File: config.mk
export PLATFORM = sky130hd
export DESIGN_NAME = token_bucket_rate_limiter_core
export DESIGN_NICKNAME = d
export VERILOG_FILES = /design/src/hdl/tbrl_pkg.sv /design/src/hdl/tbrl_time_stage.sv /design/src/hdl/tbrl_gain_stage.sv /design/src/hdl/tbrl_level_stage.sv /design/src/hdl/token_bucket_rate_limiter_core.sv
export SDC_FILE = /design/constraint.sdc
export NUM_CORES = 2
export LEC_CHECK = 0
export BUFFER_PORTS_ARGS = -buffer_cell sky130_fd_sc_hd__buf_2
export CELL_PAD_IN_SITES_DETAIL_PLACEMENT = 1
export CELL_PAD_IN_SITES_GLOBAL_PLACEMENT = 1
export CORE_MARGIN = 1
export CORE_UTILIZATION = 51
export CTS_CLUSTER_SIZE = 16
export DETAILED_ROUTE_END_ITERATION = 8
export PLACE_DENSITY_LB_ADDON = 0.12
export SLEW_MARGIN = 20
export SYNTH_ARGS = -nofsm -noshare
export SYNTH_HDL_FRONTEND = slang
export SYNTH_SLANG_ARGS = --single-unit
File: constraint.sdc
create_clock -name clk -period 10.6 [get_ports clk]
set_input_delay 0.53 -clock clk [delete_from_list [all_inputs] [get_ports clk]]
set_output_delay 0.53 -clock clk [all_outputs]
set_load 0.005 [all_outputs]
File: src/hdl/tbrl_pkg.sv
// shared types and constants for the token bucket limiter
`timescale 1ns / 1ps

package tbrl_pkg;

  localparam int TIME_W  = 64;
  localparam int LEVEL_W = 26;
  localparam int RATE_W  = 16;
  localparam int CFG_W   = 16;
  localparam int CFG_IDX_W = 1;
  localparam int PROD_W  = LEVEL_W + RATE_W;
  localparam int OUT_TDATA_W = 8;

  localparam logic [LEVEL_W-1:0] MILLI_PER_TOKEN = 26'd1000;

  // configuration register indexes
  localparam logic [CFG_IDX_W-1:0] CFG_IDX_BURST = 1'd0;
  localparam logic [CFG_IDX_W-1:0] CFG_IDX_RATE  = 1'd1;

  // reset values of the registers
  localparam logic [CFG_W-1:0]   BURST_RST = 16'd8;
  localparam logic [RATE_W-1:0]  RATE_RST  = 16'd100;
  localparam logic [LEVEL_W-1:0] CAP_RST   = 26'd8000;

  // time stage to gain stage
  typedef struct packed {
    logic               prime;
    logic               adv;
    logic               big;
    logic [LEVEL_W-1:0] elapsed;
  } tbrl_time_t;

  // gain stage to level stage
  typedef struct packed {
    logic               prime;
    logic [LEVEL_W-1:0] gain;
  } tbrl_gain_t;

endpackage

File: src/hdl/tbrl_time_stage.sv
// input register and elapsed-time stage, owns last refill time and primed flag
`timescale 1ns / 1ps

module tbrl_time_stage (
  input  logic                        clk,
  input  logic                        rst_n,
  input  logic                        in_valid,
  output logic                        in_ready,
  input  logic [tbrl_pkg::TIME_W-1:0]  in_now,
  input  logic [tbrl_pkg::LEVEL_W-1:0] cap,
  input  logic                        prime_clr,
  output logic                        s_valid,
  input  logic                        s_ready,
  output tbrl_pkg::tbrl_time_t         s_data
);
  import tbrl_pkg::*;

  logic               a_valid_r;
  logic [TIME_W-1:0]  a_now_r;
  logic               b_valid_r;
  tbrl_time_t         b_data_r;
  tbrl_time_t         b_data_nxt;
  logic [TIME_W-1:0]  last_r;
  logic [TIME_W-1:0]  last_nxt;
  logic               primed_r;
  logic               b_ready;
  logic               a_fire;
  logic               later;
  logic [TIME_W-1:0]  elapsed;

  // stage handshake
  assign b_ready  = !b_valid_r || s_ready;
  assign a_fire   = a_valid_r && b_ready;
  assign in_ready = !a_valid_r || b_ready;
  assign s_valid  = b_valid_r;
  assign s_data   = b_data_r;

  // elapsed time against last refill
  always_comb begin
    later   = a_now_r > last_r;
    elapsed = a_now_r - last_r;
    b_data_nxt.prime   = !primed_r;
    b_data_nxt.adv     = primed_r && later;
    b_data_nxt.big     = elapsed > {{(TIME_W-LEVEL_W){1'b0}}, cap};
    b_data_nxt.elapsed = elapsed[LEVEL_W-1:0];
    last_nxt = (!primed_r || later) ? a_now_r : last_r;
  end

  // control registers
  always_ff @(posedge clk) begin
    if (!rst_n) begin
      a_valid_r <= 1'b0;
      b_valid_r <= 1'b0;
      primed_r  <= 1'b0;
      last_r    <= '0;
    end else begin
      if (in_ready) begin
        a_valid_r <= in_valid;
      end
      if (b_ready) begin
        b_valid_r <= a_valid_r;
      end
      if (a_fire) begin
        last_r <= last_nxt;
      end
      // a register write re-arms priming, otherwise a taken item primes
      if (prime_clr) begin
        primed_r <= 1'b0;
      end else if (a_fire) begin
        primed_r <= 1'b1;
      end
    end
  end

  // payload registers
  always_ff @(posedge clk) begin
    if (in_valid && in_ready) begin
      a_now_r <= in_now;
    end
    if (a_fire) begin
      b_data_r <= b_data_nxt;
    end
  end

endmodule

File: src/hdl/tbrl_gain_stage.sv
// refill gain stage: elapsed times rate, held at the cap
`timescale 1ns / 1ps

module tbrl_gain_stage (
  input  logic                        clk,
  input  logic                        rst_n,
  input  logic                        i_valid,
  output logic                        i_ready,
  input  tbrl_pkg::tbrl_time_t         i_data,
  input  logic [tbrl_pkg::LEVEL_W-1:0] cap,
  input  logic [tbrl_pkg::RATE_W-1:0]  rate,
  output logic                        o_valid,
  input  logic                        o_ready,
  output tbrl_pkg::tbrl_gain_t         o_data
);
  import tbrl_pkg::*;

  logic               valid_r;
  tbrl_gain_t         data_r;
  tbrl_gain_t         data_nxt;
  logic [PROD_W-1:0]  prod;

  assign i_ready = !valid_r || o_ready;
  assign o_valid = valid_r;
  assign o_data  = data_r;

  // gain select: none, full cap for a long idle span, else clamped product
  always_comb begin
    prod = {{RATE_W{1'b0}}, i_data.elapsed} * {{LEVEL_W{1'b0}}, rate};
    data_nxt.prime = i_data.prime;
    if (!i_data.adv) begin
      data_nxt.gain = '0;
    end else if (i_data.big) begin
      data_nxt.gain = cap;
    end else if (prod > {{RATE_W{1'b0}}, cap}) begin
      data_nxt.gain = cap;
    end else begin
      data_nxt.gain = prod[LEVEL_W-1:0];
    end
  end

  always_ff @(posedge clk) begin
    if (!rst_n) begin
      valid_r <= 1'b0;
    end else if (i_ready) begin
      valid_r <= i_valid;
    end
  end

  always_ff @(posedge clk) begin
    if (i_valid && i_ready) begin
      data_r <= data_nxt;
    end
  end

endmodule

File: src/hdl/tbrl_level_stage.sv
// token level update and result register
`timescale 1ns / 1ps

module tbrl_level_stage (
  input  logic                        clk,
  input  logic                        rst_n,
  input  logic                        i_valid,
  output logic                        i_ready,
  input  tbrl_pkg::tbrl_gain_t         i_data,
  input  logic [tbrl_pkg::LEVEL_W-1:0] cap,
  output logic                        o_valid,
  input  logic                        o_ready,
  output logic                        o_granted
);
  import tbrl_pkg::*;

  logic               valid_r;
  logic               granted_r;
  logic               granted_nxt;
  logic [LEVEL_W-1:0] level_r;
  logic [LEVEL_W-1:0] level_nxt;
  logic [LEVEL_W-1:0] base;
  logic [LEVEL_W:0]   total;
  logic [LEVEL_W-1:0] sat;
  logic               fire;

  assign i_ready   = !valid_r || o_ready;
  assign fire      = i_valid && i_ready;
  assign o_valid   = valid_r;
  assign o_granted = granted_r;

  // refill, saturate at the cap, then spend one token if there is one
  always_comb begin
    base  = i_data.prime ? cap : level_r;
    total = {1'b0, base} + {1'b0, i_data.gain};
    sat   = (total > {1'b0, cap}) ? cap : total[LEVEL_W-1:0];
    granted_nxt = sat >= MILLI_PER_TOKEN;
    level_nxt   = granted_nxt ? (sat - MILLI_PER_TOKEN) : sat;
  end

  always_ff @(posedge clk) begin
    if (!rst_n) begin
      valid_r <= 1'b0;
      level_r <= '0;
    end else begin
      if (i_ready) begin
        valid_r <= i_valid;
      end
      if (fire) begin
        level_r <= level_nxt;
      end
    end
  end

  always_ff @(posedge clk) begin
    if (fire) begin
      granted_r <= granted_nxt;
    end
  end

endmodule

File: src/hdl/token_bucket_rate_limiter_core.sv
// top level of the token bucket admission limiter
// Token bucket admission limiter. Each item on the in_ stream is one request
// carrying the current time in milliseconds; each item on the out_ stream is
// the matching answer, bit 0 set when a token was spent and the request
// admitted. Results come back in request order, one per request; with no
// stall a new request is taken every cycle. Each answer passes through the
// four-stage pipeline (input register, elapsed time, refill gain multiply,
// level update and result register), each stage holding only when the
// stage after it is full and stalled. The first request after reset or after
// any register write fills the bucket to burst_tokens * 1000 milli-tokens.
// Registers are to be written through cfg_ only while no request is in
// flight; the block does not enforce this. Index 0 is burst_tokens,
// index 1 refill_rate_per_s.
`timescale 1ns / 1ps

module token_bucket_rate_limiter_core (
  input  logic                          clk,
  input  logic                          rst_n,
  // in_tdata: [63:0] now_ms
  input  logic                          in_tvalid,
  output logic                          in_tready,
  input  logic [tbrl_pkg::TIME_W-1:0]    in_tdata,
  // out_tdata: [0] granted, [7:1] zero
  output logic                          out_tvalid,
  input  logic                          out_tready,
  output logic [tbrl_pkg::OUT_TDATA_W-1:0] out_tdata,
  input  logic                          cfg_we,
  input  logic [tbrl_pkg::CFG_IDX_W-1:0] cfg_index,
  input  logic [tbrl_pkg::CFG_W-1:0]     cfg_wdata
);
  import tbrl_pkg::*;

  logic [LEVEL_W-1:0] cap_r;
  logic [RATE_W-1:0]  rate_r;
  logic               prime_clr;
  logic               t_valid;
  logic               t_ready;
  tbrl_time_t         t_data;
  logic               g_valid;
  logic               g_ready;
  tbrl_gain_t         g_data;
  logic               granted;

  // any write to a known register re-primes the bucket
  assign prime_clr = cfg_we && ((cfg_index == CFG_IDX_BURST) || (cfg_index == CFG_IDX_RATE));

  // configuration registers, cap kept in milli-tokens
  always_ff @(posedge clk) begin
    if (!rst_n) begin
      cap_r  <= CAP_RST;
      rate_r <= RATE_RST;
    end else if (cfg_we) begin
      case (cfg_index)
        CFG_IDX_BURST: cap_r  <= LEVEL_W'(cfg_wdata) * MILLI_PER_TOKEN;
        CFG_IDX_RATE:  rate_r <= cfg_wdata;
        default: ;
      endcase
    end
  end

  tbrl_time_stage u_time (
    .clk       (clk),
    .rst_n     (rst_n),
    .in_valid  (in_tvalid),
    .in_ready  (in_tready),
    .in_now    (in_tdata),
    .cap       (cap_r),
    .prime_clr (prime_clr),
    .s_valid   (t_valid),
    .s_ready   (t_ready),
    .s_data    (t_data)
  );

  tbrl_gain_stage u_gain (
    .clk     (clk),
    .rst_n   (rst_n),
    .i_valid (t_valid),
    .i_ready (t_ready),
    .i_data  (t_data),
    .cap     (cap_r),
    .rate    (rate_r),
    .o_valid (g_valid),
    .o_ready (g_ready),
    .o_data  (g_data)
  );

  tbrl_level_stage u_level (
    .clk       (clk),
    .rst_n     (rst_n),
    .i_valid   (g_valid),
    .i_ready   (g_ready),
    .i_data    (g_data),
    .cap       (cap_r),
    .o_valid   (out_tvalid),
    .o_ready   (out_tready),
    .o_granted (granted)
  );

  assign out_tdata = {{(OUT_TDATA_W-1){1'b0}}, granted};

endmodule

==> impl_metrics.toml <==
[outcome]
status = "complete, no violations"

[place]
place_inst = 4658
dpl-instance-area_mm2 = 0.0347
place.gp.congestion = 0.975
port_buffers = 88
hpwlAfterDp_um = 87300

[cells_and_area]
antenna_cells = 0
stdcell_count = 4719
final_common_cell = "inv_1"
area_growth_pct = 6.77
utilization_pct = 55.4
final_cell_mix = "inv_1, nand2_1, fa_1, ha_1, nor2_1"
final_layout_size_suffix_gt1_share_pct = 6.08
nets = 4642
final_cell_area_mm2 = 0.0358
fillers = 7659

[sta]
tightest_slew_ps = 1130
setup-violations-final = 0
fin_setup_tns_ps = 0
final_max_slew_viol_count = 0
hold_violations = 0
fin_crit_ps = 9870
max_clock_freq_ghz = 0.101
worst_hold_slack_ps = 153
rsz0062_at_grt = "no"
slew_headroom_pct = 24.4
fin_skew_ps = 37.9
fin_crit_sh_pct = 93.1

[route]
ant_nets = 0
routed_wl_um = 110000
drt-pass1-iter-count = 5
vias = 28400
post_drt_via_cell_ratio = 6.01
drt_iter0_markers = 1896
drc = 0
wl_per_cell_um = 23.3

[clocking]
clockBufferDepth = 3
cts_buffers = 34
cts.root.buffer_cell = "clkbuf_16"
cts_resized = 0
cts.htree.levels = 2
cts_tree = "done"
cts_setup_buffers = 0
postCtsHoldBufs = 0
clk_pin_slew_ps = 60
clk-insertion-delay-late_ps = 550
clock-sinks = 255

[global_routing]
grt_pass1_wl_um = 174000
grt.overflow.total = 0
grt_antenna_before_repair = 3
track_usage_pct = 33.4
first_global_vias = 30700
grt_max_degree = 98

[die]
start_util_pct = 51.9
core-area_mm2 = 0.0647
fp.dieW_um = 259
die_y_um = 259
dieArea_mm2 = 0.0668
ioPinCount = 96
rows = 93

[logic_synthesis]
ys.flop_type = "dfxtp_1"
seq_area_frac_synth_pct = 18.8
synthesis.area_mm2 = 0.0336
syn_area_per_cell_um2 = 8.73
ys_async_sr_fraction_pct = 0
synth_edf_count = 121
syn_inst = 3844
yosys.cell_types.count = 88
synth_seq_cells = 255
yosys_warnings = 0

[critical_path]
cp-end-kind = "flop"
worstSetupPathType = "reg2reg"
slowest_stage = "dfxtp_1"
path_delay_family = "adder cells"
crit_top_cell = "fa_1"
critPathMaxStageDelay_ps = 970
startpoint_type = "flop"
arrival_ps = 10260
cp_max_fo = 24
path_buf_inv = 6
worst_ep_required_time_ps = 10990

[run]
drv_cap = 0

[pwr]
combPwrFrac_pct = 75.1
share_seq_of_total_power_pct = 13.0
switchingPower_uw = 5390
leakage_uw = 0.0168
clkPwrFrac_pct = 12.0
irDropWorstVdd_mv = 0.278
p_per_area_mw_per_mm2 = 281
sw_frac_of_total_pct = 53.5
internal-power_uw = 4680

[hold_path]
min_path_type = "in2reg"
metal layers:
layer	global-route usage [%]	vias up	routed length [um]	share of wire (%)
met4	9.42	6	3060	2.8
met3	4.78	204	6820	6.2
met1	45.6	14500	47900	44
li1	-	12800	-	-
met2	55.4	845	52000	47
met5	0	-	41	0.037
cell families (layout without fill, tap and decap cells):
family	after synthesis	count (layout)	synth area share [%]
xor+xnor	104	104	2.71
buf+inv	728	742	8.32
compound gates	666	666	13.0
simple gates	1237	1237	17.5
flops	255	255	18.8
fa+ha+maj	717	717	35.5
other cells	1	7	0.0112
mux	136	136	4.17
cell usage after synthesis, drive strengths merged (11+ instances only):
cell type | count | area [um^2]
buf | 27 | 160
inv | 556 | 2090
mux2 | 30 | 338
or3 | 25 | 156
o21bai | 12 | 90.1
o21ai | 102 | 510
nor4 | 19 | 134
or2 | 11 | 68.8
ha | 327 | 4090
nand3 | 67 | 335
nand2 | 497 | 1870
nor2b | 24 | 150
fa | 390 | 7810
and2 | 173 | 1080
clkbuf | 145 | 544
a21o | 88 | 661
o21a | 27 | 203
nor2 | 227 | 852
o211ai | 27 | 208
a21oi | 217 | 1090
and4 | 14 | 123
a211oi | 33 | 253
xor2 | 41 | 359
dfxtp | 134 | 2680
mux2i | 106 | 1060
nand2b | 28 | 175
a31oi | 28 | 175
nand4 | 42 | 263
xnor2 | 63 | 552
nor3 | 56 | 285
and3 | 27 | 169
o31ai | 11 | 82.6
edfxtp | 121 | 3630
area by class of cell:
type	instances	area [um^2]	share of cell area, %
Sequential cell	255	6320	17.6
Clock buffer	42	922	2.57
Timing Repair Buffer	125	726	2.03
Tap cell	855	1070	2.99
Multi-Input combinational cell	2867	24500	68.4
Clock inverter	19	211	0.590
Inverter	556	2090	5.83
state kept, by name, summed over array words and instances (netlist names):
| register | count |
|---|---|
| u_level.level_r | 26 |
| u_time.a_valid_r | 1 |
| u_time.primed_r | 1 |
| rate_r | 16 |
| u_time.s_valid | 1 |
| u_level.o_granted | 1 |
| u_time.s_data | 29 |
| u_gain.o_data | 27 |
| u_gain.o_valid | 1 |
| u_time.last_r | 64 |
| cap_r | 23 |
| u_time.a_now_r | 64 |
| u_level.o_valid | 1 |
per-stage QoR:
stage | worst slack (ps) | power (uW)
final | 733 | 10100
after global routing | 285 | 10900
after CTS | 808 | 9970
after detailed placement | 827 | 8660
after global placement | 1180 | 8320
after floorplan | 1910 | 6300
path summary, 6_finish.rpt:
check / depth (start not counted) / slack, ps / endpoint / start
hold / removal: 1 / 150 / u_time.a_now_r[14]$_DFFE_PP_ / in_tdata[14]
hold reg to reg: 2 / 460 / u_level.level_r[2]$_SDFFE_PN0P_ / u_level.level_r[2]$_SDFFE_PN0P_
setup reg to reg: 33 / 730 / u_gain.o_data[15]$_SDFFCE_PN0P_ / rate_r[2]$_SDFFE_PN1P_
setup / recovery: 33 / 730 / u_gain.o_data[15]$_SDFFCE_PN0P_ / rate_r[2]$_SDFFE_PN1P_
power groups by stage:
stage,logic [uW],clock network [uW],registers (uW)
floorplan,5100,0,1210
finish,7560,1200,1310
detailed placement,7340,0,1320
global placement,7010,0,1310
CTS,7440,1220,1300
global route,8300,1250,1310
Power figures use the tool's default switching activity.
